## src/rtl/ssfr_pkg.sv

```systemverilog
`timescale 1ns / 1ps
// ----------------------------------------------------------------------------
// ssfr_pkg
// shared types and constants of the sync/sum frame receiver
// ----------------------------------------------------------------------------
package ssfr_pkg;

  localparam int POS_W  = 6;
  localparam int BYTE_W = 8;

  localparam logic [BYTE_W-1:0] SYNC_BYTE = 8'hFF;

  localparam logic [BYTE_W-1:0] ID_SLOT0 = 8'd1;
  localparam logic [BYTE_W-1:0] ID_SLOT1 = 8'd3;
  localparam logic [BYTE_W-1:0] ID_SLOT2 = 8'd4;
  localparam logic [BYTE_W-1:0] ID_SLOT3 = 8'd5;

  typedef enum logic [1:0] {
    ST_OK       = 2'd0,
    ST_MISMATCH = 2'd1,
    ST_BAD_ID   = 2'd2
  } ssfr_status_t;

  // frame end event from front to back
  typedef struct packed {
    ssfr_status_t status;
    logic [1:0]   slot;
  } ssfr_evt_t;

  typedef enum logic [3:0] {
    BK_IDLE = 4'b0001,
    BK_READ = 4'b0010,
    BK_LOAD = 4'b0100,
    BK_HOLD = 4'b1000
  } ssfr_bk_state_t;

endpackage

```

## src/rtl/ssfr_ram.sv

```systemverilog
`timescale 1ns / 1ps
// ----------------------------------------------------------------------------
// ssfr_ram
// generic single write, single read ram with registered read data
// ----------------------------------------------------------------------------
module ssfr_ram #(
  parameter int WIDTH = 8,
  parameter int DEPTH = 41,
  parameter int AW    = (DEPTH > 1) ? $clog2(DEPTH) : 1
) (
  input  logic             clk,
  input  logic             wr_en,
  input  logic [AW-1:0]    wr_addr,
  input  logic [WIDTH-1:0] wr_data,
  input  logic             rd_en,
  input  logic [AW-1:0]    rd_addr,
  output logic [WIDTH-1:0] rd_data
);

  logic [WIDTH-1:0] mem [DEPTH];
  logic [WIDTH-1:0] rd_data_r;

  always_ff @(posedge clk) begin
    if (wr_en) begin
      mem[wr_addr] <= wr_data;
    end
    if (rd_en) begin
      rd_data_r <= mem[rd_addr];
    end
  end

  assign rd_data = rd_data_r;

endmodule

```

## src/rtl/ssfr_evq.sv

```systemverilog
`timescale 1ns / 1ps
// ----------------------------------------------------------------------------
// ssfr_evq
// two entry queue of frame end events between front and back
// ----------------------------------------------------------------------------
module ssfr_evq (
  input  logic               clk,
  input  logic               rst_n,
  input  logic               push,
  input  ssfr_pkg::ssfr_evt_t push_data,
  input  logic               pop,
  output ssfr_pkg::ssfr_evt_t pop_data,
  output logic               empty,
  output logic               full,
  output logic [1:0]         count
);

  ssfr_pkg::ssfr_evt_t entry_r [2];
  logic       wr_ptr_r, wr_ptr_nxt;
  logic       rd_ptr_r, rd_ptr_nxt;
  logic [1:0] count_r, count_nxt;

  assign empty    = (count_r == 2'd0);
  assign full     = (count_r == 2'd2);
  assign count    = count_r;
  assign pop_data = entry_r[rd_ptr_r];

  always_comb begin
    wr_ptr_nxt = wr_ptr_r;
    rd_ptr_nxt = rd_ptr_r;
    count_nxt  = count_r;
    if (push && !full) begin
      wr_ptr_nxt = ~wr_ptr_r;
    end
    if (pop && !empty) begin
      rd_ptr_nxt = ~rd_ptr_r;
    end
    if ((push && !full) && !(pop && !empty)) begin
      count_nxt = count_r + 2'd1;
    end else if (!(push && !full) && (pop && !empty)) begin
      count_nxt = count_r - 2'd1;
    end
  end

  always_ff @(posedge clk) begin
    if (!rst_n) begin
      wr_ptr_r <= 1'b0;
      rd_ptr_r <= 1'b0;
      count_r  <= 2'd0;
    end else begin
      wr_ptr_r <= wr_ptr_nxt;
      rd_ptr_r <= rd_ptr_nxt;
      count_r  <= count_nxt;
    end
  end

  always_ff @(posedge clk) begin
    if (push && !full) begin
      entry_r[wr_ptr_r] <= push_data;
    end
  end

endmodule

```

## src/rtl/ssfr_front.sv

```systemverilog
`timescale 1ns / 1ps
// ----------------------------------------------------------------------------
// ssfr_front
// byte intake: sync hunt, position count, running sum, store write, frame end
// ----------------------------------------------------------------------------
module ssfr_front #(
  parameter int FRAME_TOP = 40,
  parameter int AW        = $clog2(FRAME_TOP + 1)
) (
  input  logic                      clk,
  input  logic                      rst_n,
  input  logic                      in_valid,
  output logic                      in_ready,
  input  logic [ssfr_pkg::BYTE_W-1:0] rx_byte,
  input  logic                      line_error,
  input  logic                      q_full,
  input  logic                      dump_done,
  output logic                      ev_push,
  output ssfr_pkg::ssfr_evt_t       ev_data,
  output logic                      dump_hold,
  output logic                      wr_en,
  output logic [AW-1:0]             wr_addr,
  output logic [ssfr_pkg::BYTE_W-1:0] wr_data
);

  localparam logic [ssfr_pkg::POS_W-1:0] TOP    = ssfr_pkg::POS_W'(FRAME_TOP);
  localparam logic [ssfr_pkg::POS_W-1:0] TOP_M1 = ssfr_pkg::POS_W'(FRAME_TOP - 1);
  localparam logic [ssfr_pkg::POS_W-1:0] TOP_M2 = ssfr_pkg::POS_W'(FRAME_TOP - 2);

  logic [ssfr_pkg::POS_W-1:0]  pos_r, pos_nxt;
  logic [ssfr_pkg::BYTE_W-1:0] sum_r, sum_nxt;
  logic [ssfr_pkg::BYTE_W-1:0] id_r, id_nxt;
  logic                        hold_r, hold_nxt;
  logic                        take;
  logic                        id_known;
  logic [1:0]                  id_slot;

  assign in_ready  = !hold_r && !q_full;
  assign take      = in_valid && in_ready;
  assign dump_hold = hold_r;
  assign wr_addr   = pos_r[AW-1:0];
  assign wr_data   = rx_byte;

  always_comb begin
    id_known = 1'b1;
    case (id_r)
      ssfr_pkg::ID_SLOT0: id_slot = 2'd0;
      ssfr_pkg::ID_SLOT1: id_slot = 2'd1;
      ssfr_pkg::ID_SLOT2: id_slot = 2'd2;
      ssfr_pkg::ID_SLOT3: id_slot = 2'd3;
      default: begin
        id_slot  = 2'd0;
        id_known = 1'b0;
      end
    endcase
  end

  always_comb begin
    pos_nxt        = pos_r;
    sum_nxt        = sum_r;
    id_nxt         = id_r;
    hold_nxt       = hold_r;
    wr_en          = 1'b0;
    ev_push        = 1'b0;
    ev_data.status = ssfr_pkg::ST_OK;
    ev_data.slot   = 2'd0;
    if (dump_done) begin
      hold_nxt = 1'b0;
    end
    if (take) begin
      if (line_error || (pos_r > TOP)) begin
        pos_nxt = TOP;
      end else begin
        wr_en = 1'b1;
        if (pos_r == TOP) begin
          pos_nxt = (rx_byte == ssfr_pkg::SYNC_BYTE) ? TOP_M1 : TOP;
        end else if (pos_r == TOP_M1) begin
          if (rx_byte == ssfr_pkg::SYNC_BYTE) begin
            pos_nxt = pos_r - 1'b1;
            sum_nxt = '0;
          end else begin
            pos_nxt = TOP;
          end
        end else if (pos_r != '0) begin
          pos_nxt = pos_r - 1'b1;
          sum_nxt = sum_r + rx_byte;
          if (pos_r == TOP_M2) begin
            id_nxt = rx_byte;
          end
        end else begin
          pos_nxt = TOP;
          ev_push = 1'b1;
          if (sum_r != rx_byte) begin
            ev_data.status = ssfr_pkg::ST_MISMATCH;
          end else if (!id_known) begin
            ev_data.status = ssfr_pkg::ST_BAD_ID;
          end else begin
            ev_data.slot = id_slot;
            hold_nxt     = 1'b1;
          end
        end
      end
    end
  end

  always_ff @(posedge clk) begin
    if (!rst_n) begin
      pos_r  <= TOP;
      sum_r  <= '0;
      hold_r <= 1'b0;
    end else begin
      pos_r  <= pos_nxt;
      sum_r  <= sum_nxt;
      hold_r <= hold_nxt;
    end
  end

  always_ff @(posedge clk) begin
    id_r <= id_nxt;
  end

endmodule

```

## src/rtl/ssfr_back.sv

```systemverilog
`timescale 1ns / 1ps
// ----------------------------------------------------------------------------
// ssfr_back
// result side: status requests or a full frame readout from the store
// ----------------------------------------------------------------------------
module ssfr_back #(
  parameter int FRAME_TOP = 40,
  parameter int AW        = $clog2(FRAME_TOP + 1)
) (
  input  logic                        clk,
  input  logic                        rst_n,
  input  logic                        q_empty,
  input  ssfr_pkg::ssfr_evt_t         q_data,
  output logic                        q_pop,
  output logic                        rd_en,
  output logic [AW-1:0]               rd_addr,
  input  logic [ssfr_pkg::BYTE_W-1:0] rd_data,
  output logic                        out_valid,
  input  logic                        out_ready,
  output ssfr_pkg::ssfr_status_t      out_status,
  output logic [1:0]                  out_slot,
  output logic [ssfr_pkg::POS_W-1:0]  out_index,
  output logic [ssfr_pkg::BYTE_W-1:0] out_byte,
  output logic                        out_last,
  output logic                        dump_done
);

  localparam logic [ssfr_pkg::POS_W-1:0] TOP = ssfr_pkg::POS_W'(FRAME_TOP);

  ssfr_pkg::ssfr_bk_state_t    state_r, state_nxt;
  logic [ssfr_pkg::POS_W-1:0]  idx_r, idx_nxt;
  logic                        dump_r, dump_nxt;
  logic                        valid_r, valid_nxt;
  ssfr_pkg::ssfr_status_t      status_r, status_nxt;
  logic [1:0]                  slot_r, slot_nxt;
  logic [ssfr_pkg::POS_W-1:0]  oidx_r, oidx_nxt;
  logic [ssfr_pkg::BYTE_W-1:0] obyte_r, obyte_nxt;
  logic                        last_r, last_nxt;

  assign rd_addr    = idx_r[AW-1:0];
  assign out_valid  = valid_r;
  assign out_status = status_r;
  assign out_slot   = slot_r;
  assign out_index  = oidx_r;
  assign out_byte   = obyte_r;
  assign out_last   = last_r;

  always_comb begin
    state_nxt  = state_r;
    idx_nxt    = idx_r;
    dump_nxt   = dump_r;
    valid_nxt  = valid_r;
    status_nxt = status_r;
    slot_nxt   = slot_r;
    oidx_nxt   = oidx_r;
    obyte_nxt  = obyte_r;
    last_nxt   = last_r;
    q_pop      = 1'b0;
    rd_en      = 1'b0;
    dump_done  = 1'b0;
    case (state_r)
      ssfr_pkg::BK_IDLE: begin
        if (!q_empty) begin
          q_pop = 1'b1;
          if (q_data.status == ssfr_pkg::ST_OK) begin
            dump_nxt  = 1'b1;
            idx_nxt   = TOP;
            slot_nxt  = q_data.slot;
            state_nxt = ssfr_pkg::BK_READ;
          end else begin
            dump_nxt   = 1'b0;
            valid_nxt  = 1'b1;
            status_nxt = q_data.status;
            slot_nxt   = 2'd0;
            oidx_nxt   = '0;
            obyte_nxt  = '0;
            last_nxt   = 1'b1;
            state_nxt  = ssfr_pkg::BK_HOLD;
          end
        end
      end
      ssfr_pkg::BK_READ: begin
        rd_en     = 1'b1;
        state_nxt = ssfr_pkg::BK_LOAD;
      end
      ssfr_pkg::BK_LOAD: begin
        valid_nxt  = 1'b1;
        status_nxt = ssfr_pkg::ST_OK;
        oidx_nxt   = idx_r;
        obyte_nxt  = rd_data;
        last_nxt   = (idx_r == '0);
        state_nxt  = ssfr_pkg::BK_HOLD;
      end
      ssfr_pkg::BK_HOLD: begin
        if (out_ready) begin
          valid_nxt = 1'b0;
          if (dump_r && (idx_r != '0)) begin
            idx_nxt   = idx_r - 1'b1;
            state_nxt = ssfr_pkg::BK_READ;
          end else begin
            dump_done = dump_r;
            dump_nxt  = 1'b0;
            state_nxt = ssfr_pkg::BK_IDLE;
          end
        end
      end
      default: begin
        valid_nxt = 1'b0;
        dump_nxt  = 1'b0;
        state_nxt = ssfr_pkg::BK_IDLE;
      end
    endcase
  end

  always_ff @(posedge clk) begin
    if (!rst_n) begin
      state_r <= ssfr_pkg::BK_IDLE;
      dump_r  <= 1'b0;
      valid_r <= 1'b0;
    end else begin
      state_r <= state_nxt;
      dump_r  <= dump_nxt;
      valid_r <= valid_nxt;
    end
  end

  always_ff @(posedge clk) begin
    idx_r    <= idx_nxt;
    status_r <= status_nxt;
    slot_r   <= slot_nxt;
    oidx_r   <= oidx_nxt;
    obyte_r  <= obyte_nxt;
    last_r   <= last_nxt;
  end

endmodule

```

## src/rtl/sync_sum_frame_receiver.sv

```systemverilog
`timescale 1ns / 1ps
// ----------------------------------------------------------------------------
// sync_sum_frame_receiver
// deframer for received serial bytes with two sync bytes and an 8-bit sum
// ----------------------------------------------------------------------------
// channel | dir | tdata                          | tuser               | tlast
// in_     | in  | [7:0] rx_byte                  | [0] line_error      | -
// out_    | out | [5:0] byte_index [13:6] byte   | [1:0] status [3:2] slot | last
//
// a byte is taken whenever in_tvalid and in_tready are high; no request leaves for bytes inside a frame
// frame end gives one status request, or a readout of FRAME_TOP+1 bytes
// through the store read port, one byte after another: read, load, hold
// intake stops during a frame readout and while the two entry event queue is full
// synchronous active low reset puts the hunt back at position FRAME_TOP
// ----------------------------------------------------------------------------
module sync_sum_frame_receiver #(
  parameter int FRAME_TOP = 40
) (
  input  logic        clk,
  input  logic        rst_n,
  input  logic        in_tvalid,
  output logic        in_tready,
  input  logic [7:0]  in_tdata,   // [7:0] rx_byte
  input  logic        in_tuser,   // [0] line_error
  output logic        out_tvalid,
  input  logic        out_tready,
  output logic [15:0] out_tdata,  // [5:0] byte_index, [13:6] frame_byte, [15:14] zero
  output logic [3:0]  out_tuser,  // [1:0] status, [3:2] slot
  output logic        out_tlast
);

  localparam int DEPTH = FRAME_TOP + 1;
  localparam int AW    = $clog2(DEPTH);

  logic                        q_push, q_pop, q_empty, q_full;
  logic [1:0]                  q_count;
  ssfr_pkg::ssfr_evt_t         q_wdata, q_rdata;
  logic                        dump_done, dump_hold;
  logic                        wr_en, rd_en;
  logic [AW-1:0]               wr_addr, rd_addr;
  logic [ssfr_pkg::BYTE_W-1:0] wr_data, rd_data;
  ssfr_pkg::ssfr_status_t      o_status;
  logic [1:0]                  o_slot;
  logic [ssfr_pkg::POS_W-1:0]  o_index;
  logic [ssfr_pkg::BYTE_W-1:0] o_byte;

  ssfr_front #(.FRAME_TOP(FRAME_TOP), .AW(AW)) u_front (
    .clk        (clk),
    .rst_n      (rst_n),
    .in_valid   (in_tvalid),
    .in_ready   (in_tready),
    .rx_byte    (in_tdata),
    .line_error (in_tuser),
    .q_full     (q_full),
    .dump_done  (dump_done),
    .ev_push    (q_push),
    .ev_data    (q_wdata),
    .dump_hold  (dump_hold),
    .wr_en      (wr_en),
    .wr_addr    (wr_addr),
    .wr_data    (wr_data)
  );

  ssfr_ram #(.WIDTH(ssfr_pkg::BYTE_W), .DEPTH(DEPTH), .AW(AW)) u_store (
    .clk     (clk),
    .wr_en   (wr_en),
    .wr_addr (wr_addr),
    .wr_data (wr_data),
    .rd_en   (rd_en),
    .rd_addr (rd_addr),
    .rd_data (rd_data)
  );

  ssfr_evq u_evq (
    .clk       (clk),
    .rst_n     (rst_n),
    .push      (q_push),
    .push_data (q_wdata),
    .pop       (q_pop),
    .pop_data  (q_rdata),
    .empty     (q_empty),
    .full      (q_full),
    .count     (q_count)
  );

  ssfr_back #(.FRAME_TOP(FRAME_TOP), .AW(AW)) u_back (
    .clk        (clk),
    .rst_n      (rst_n),
    .q_empty    (q_empty),
    .q_data     (q_rdata),
    .q_pop      (q_pop),
    .rd_en      (rd_en),
    .rd_addr    (rd_addr),
    .rd_data    (rd_data),
    .out_valid  (out_tvalid),
    .out_ready  (out_tready),
    .out_status (o_status),
    .out_slot   (o_slot),
    .out_index  (o_index),
    .out_byte   (o_byte),
    .out_last   (out_tlast),
    .dump_done  (dump_done)
  );

  assign out_tdata = {2'b00, o_byte, o_index};
  assign out_tuser = {o_slot, o_status};

  // no intake while a readout is pending
  a_hold_blocks_in: assert property (@(posedge clk) disable iff (!rst_n)
    dump_hold |-> !in_tready)
    else $error("byte taken during frame readout");

  // status-only requests are single and final
  a_status_last: assert property (@(posedge clk) disable iff (!rst_n)
    (out_tvalid && (o_status != ssfr_pkg::ST_OK)) |-> (out_tlast && (o_index == '0)))
    else $error("status request without last");

  // readout ends exactly at position zero
  a_last_at_zero: assert property (@(posedge clk) disable iff (!rst_n)
    (out_tvalid && (o_status == ssfr_pkg::ST_OK)) |-> (out_tlast == (o_index == '0)))
    else $error("readout last at wrong position");

  // queue never overfills
  a_queue_bound: assert property (@(posedge clk) disable iff (!rst_n)
    q_count != 2'd3)
    else $error("event queue overflow");

endmodule

```

## config.mk

```make
export PLATFORM = sky130hd
export DESIGN_NAME = sync_sum_frame_receiver
export DESIGN_NICKNAME = d
export VERILOG_FILES = /design/src/rtl/ssfr_pkg.sv /design/src/rtl/ssfr_ram.sv /design/src/rtl/ssfr_evq.sv /design/src/rtl/ssfr_front.sv /design/src/rtl/ssfr_back.sv /design/src/rtl/sync_sum_frame_receiver.sv
export SDC_FILE = /design/constraint.sdc
export NUM_CORES = 1
export LEC_CHECK = 0
export BUFFER_PORTS_ARGS = -buffer_cell sky130_fd_sc_hd__buf_4
export CAP_MARGIN = 0
export CORE_ASPECT_RATIO = 0.6
export CORE_MARGIN = 2
export CORE_UTILIZATION = 45
export CTS_CLUSTER_SIZE = 28
export DETAILED_ROUTE_END_ITERATION = 10
export SYNTH_ARGS = -nofsm -noshare
export SYNTH_HDL_FRONTEND = slang
export SYNTH_SLANG_ARGS = --single-unit
```

## constraint.sdc

```tcl
create_clock -name clk -period 5.75 [get_ports clk]
set_input_delay 1.725 -clock clk [delete_from_list [all_inputs] [get_ports clk]]
set_output_delay 1.725 -clock clk [all_outputs]
set_load 0.03 [all_outputs]
```

==> load_flow_metrics.sql <==
INSERT INTO impl_metrics (metric_group, metric, value, unit) VALUES
('power_and_ir_drop', 'power.switching', '1.36', 'mW'),
('synthesis', 'synth_area_leaders', 'sky130_fd_sc_hd__edfxtp_1, sky130_fd_sc_hd__mux4_2, sky130_fd_sc_hd__dfxtp_1', ''),
('clock_network', 'root_buffer', 'sky130_fd_sc_hd__clkbuf_16', ''),
('synthesis', 'postSynthRegisterBits', '403', ''),
('routing', 'dr_wl_met2', '14.8', 'mm'),
('sta', 'max_clock_freq', '0.250', 'GHz'),
('sta', 'post-route-worst-setup-slack', '1.75', 'ns'),
('floorplan', 'design.die.area', '37600', 'µm²'),
('worst_hold_path', 'min_path_type', 'reg -> reg', ''),
('synthesis', 'fraction_of_the_mapped_netlist_area_in_compound_gates', '4.47', '%'),
('synthesis', 'yosysWarnings', '0', ''),
('run', 'maxCapViolations', '0', ''),
('routing', 'wl_met3', '3.31', 'mm'),
('clock_network', 'cts.sinks', '403', ''),
('outcome', 'outcome', 'completed', ''),
('synthesis', 'ys.flop_type', 'sky130_fd_sc_hd__edfxtp_1', ''),
('power_and_ir_drop', 'pint', '4.88', 'mW'),
('routing', 'wirelength_met1', '19.2', 'mm'),
('synthesis', 'muxShareOfSynthArea', '12.0', '%'),
('grt', 'globalRouteTotalUtil', '20.6', '%'),
('sta', 'timing.setup.tns', '0', 'ns'),
('routing', 'vias', '8675', ''),
('sta', 'setup-violations-final', '0', ''),
('synthesis', 'ys_async_sr_fraction', '0', '%'),
('synthesis', 'yosys.cell_count.top_type', 'sky130_fd_sc_hd__edfxtp_1', ''),
('routing', 'routed_wl', '37.8', 'mm'),
('synthesis', 'synth_adder_area_share', '1.20', '%'),
('sta', 'worst_slew_pin_slew', '1.12', 'ns'),
('critical_path', 'endpoint_kind', 'flop', ''),
('floorplan', 'core_area', '35300', 'µm²'),
('grt', 'largest_net_degree_at_the_start_of_global_routing', '89', ''),
('power_and_ir_drop', 'vdd_drop_max', '0.245', 'mV'),
('cells_and_area', 'drive_above_1_share', '18.6', '%'),
('floorplan', 'top_level_ports', '36', ''),
('grt', 'grt_antenna_before_repair', '0', ''),
('clock_network', 'clkSlewWorstSetupHoldPaths', '0.07', 'ns'),
('power_and_ir_drop', 'seq_power_share', '52.8', '%'),
('clock_network', 'post-cts-setup-buffers', '0', ''),
('clock_network', 'cts_tree', 'yes', ''),
('clock_network', 'cts-buffers-inserted', '38', ''),
('power_and_ir_drop', 'sw_frac_of_total', '21.9', '%'),
('power_and_ir_drop', 'pleak', '6.02', 'nW'),
('clock_network', 'clock_latency_at_the_later_pin_of_the_worst_skew_pair', '0.53', 'ns'),
('placement', 'dp_cells', '1394', ''),
('floorplan', 'initial_utilization', '46.0', '%'),
('sta', 'grt_setup_unrepaired', 'no', ''),
('placement', 'port_buffers', '33', ''),
('synthesis', 'synth_area_per_cell', '17.5', 'µm²'),
('power_and_ir_drop', 'cellPowerDensity', '343', 'nW/µm²'),
('placement', 'routabilityCongestion', '0.811', ''),
('synthesis', 'synth_top_cell_area_share', '69.8', '%'),
('sta', 'final_min_period_over_clock_period', '69.5', '%'),
('synthesis', 'netlist_area', '16200', 'µm²'),
('synthesis', 'synthesized_area_fraction_occupied_by_xor_and_xnor_cells', '0.809', '%'),
('cells_and_area', 'area_growth', '12.3', '%'),
('cells_and_area', 'final_util', '51.7', '%'),
('synthesis', 'synth_enable_flop_cells', '377', ''),
('power_and_ir_drop', 'power.share.clock', '41.3', '%'),
('synthesis', 'sequential_fraction_of_the_synthesis_area', '73.0', '%'),
('cells_and_area', 'final_net_count', '995', ''),
('routing', 'dr.pass1.iters', '5', ''),
('sta', 'final.min_clock_period', '4.00', 'ns'),
('power_and_ir_drop', 'power_frac_comb', '5.9', '%'),
('synthesis', 'synth_area_leader_cell', 'sky130_fd_sc_hd__edfxtp_1', ''),
('synthesis', 'synthDistinctLibCells', '59', ''),
('placement', 'detailed_place_hpwl', '24.2', 'mm'),
('routing', 'drc_errors', '0', ''),
('routing', 'routed_via_count_divided_by_cell_count', '5.93', ''),
('synthesis', 'synth_simple_gate_area_share', '6.94', '%'),
('clock_network', 'cts_buffer_depth', '3', ''),
('critical_path', 'timing.critical_path.from_type', 'primary input', '');
[worst paths after layout]
path,start,end,slack (ns),cells past startpoint
worst min-delay path,u_front.sum_r[4],u_front.sum_r[4],0.46,2
worst min register to register,u_front.sum_r[4],u_front.sum_r[4],0.46,2
worst max-delay path,in_tvalid,u_store.mem[27][4],1.75,6
worst max register to register,u_evq.count[0],u_store.mem[27][4],2.56,5
[critical path, stage by stage]
cell and delay [ns]:
sky130_fd_sc_hd__buf_4 0.09, sky130_fd_sc_hd__nor2b_1 0.16, sky130_fd_sc_hd__nand2_1 0.23, sky130_fd_sc_hd__nor3_1 0.73, sky130_fd_sc_hd__nand3_1 0.43, sky130_fd_sc_hd__nor2_1 0.77
[sequential cells by signal (all words and copies together) (netlist names), 4 cells and up, named ones only]
| register | count |
|---|---|
| u_back.out_byte | 8 |
| u_front.id_r | 8 |
| u_back.state_r | 4 |
| u_evq.entry_r | 8 |
| u_front.wr_addr | 6 |
| u_store.mem | 328 |
| u_store.rd_data | 8 |
| u_back.rd_addr | 6 |
| u_front.sum_r | 8 |
| u_back.out_index | 6 |
[area by class of cell]
class                           instances  area, µm²
Antenna cell                            1       2.50
Clock buffer                           51       1070
Clock inverter                         18        200
Fill cell                            2885      17100
Inverter                               13       48.8
Multi-Input combinational cell        469       4150
Sequential cell                       403      11800
Tap cell                              467        584
Timing Repair Buffer                   42        328
[metal layers]
metal / GRT usage, % / up-vias
li1: - / 3774
met1: 34.5 / 4514
met2: 26.7 / 348
met3: 5.00 / 39
met4: 3.67 / 0
met5: 0 / -
[power groups by stage]
stage               combinational [mW]  sequential (mW)  clock (mW)
global route                     0.400             3.30        2.72
global placement                 0.364             3.36           0
finish                           0.371             3.30        2.58
detailed placement               0.370             3.36           0
floorplan                        0.170             3.40           0
CTS                              0.372             3.30        2.61
[placed cells by master (no fill, tap or decap), types with 3 or more instances in the layout]
cell                        netlist  routed
sky130_fd_sc_hd__a221oi_1         6       6
sky130_fd_sc_hd__a22oi_1          7       7
sky130_fd_sc_hd__ha_1            14      14
sky130_fd_sc_hd__a22o_1           5       5
sky130_fd_sc_hd__o31ai_1          3       3
sky130_fd_sc_hd__o21a_1           6       6
sky130_fd_sc_hd__nand4_1          3       3
sky130_fd_sc_hd__nand2b_1         7       7
sky130_fd_sc_hd__or3_1            8       8
sky130_fd_sc_hd__and3_1           3       3
sky130_fd_sc_hd__inv_1           11      11
sky130_fd_sc_hd__and2_1          19      19
sky130_fd_sc_hd__nor2_1          82      82
sky130_fd_sc_hd__clkinv_2         0       6
sky130_fd_sc_hd__a31oi_1          7       7
sky130_fd_sc_hd__nor2b_1          9       9
sky130_fd_sc_hd__clkinv_1         2       7
sky130_fd_sc_hd__o211ai_1         9       9
sky130_fd_sc_hd__edfxtp_1       377     377
sky130_fd_sc_hd__clkbuf_1        25       9
sky130_fd_sc_hd__mux2i_1         19      19
sky130_fd_sc_hd__nor3_1          16      16
sky130_fd_sc_hd__clkbuf_16        0      41
sky130_fd_sc_hd__bufinv_16        0       4
sky130_fd_sc_hd__mux4_2          78      78
sky130_fd_sc_hd__nor4_1           7       7
sky130_fd_sc_hd__nand2_1         37      37
sky130_fd_sc_hd__dfxtp_1         26      26
sky130_fd_sc_hd__buf_4            6      41
sky130_fd_sc_hd__a21oi_1         24      24
sky130_fd_sc_hd__nand3_1         23      23
sky130_fd_sc_hd__a211oi_1         4       4
sky130_fd_sc_hd__a21o_1           3       3
sky130_fd_sc_hd__o21ai_0         25      25
sky130_fd_sc_hd__xor2_1           4       4
sky130_fd_sc_hd__xnor2_1         11      11
[kinds of logic (layout without fill, tap and decap cells)]
kind of cell,after synthesis,in the layout
multiplexers,97,97
other,1,3
adder cells (fa/ha/maj),15,15
XOR/XNOR,15,15
buffers and inverters,58,124
flip-flops,403,403
AND/OR/NAND/NOR,230,230
AO/OA/AOI/OAI,110,110
[metrics by stage]
stage               hold WS (ns)  cell area [µm²]
detailed placement         0.452            16900
floorplan                  0.436            16200
global route               0.479            18200
finish                     0.461            18200
CTS                        0.462            18200
global placement           0.450            16900
(Power assumes the default switching activity.)
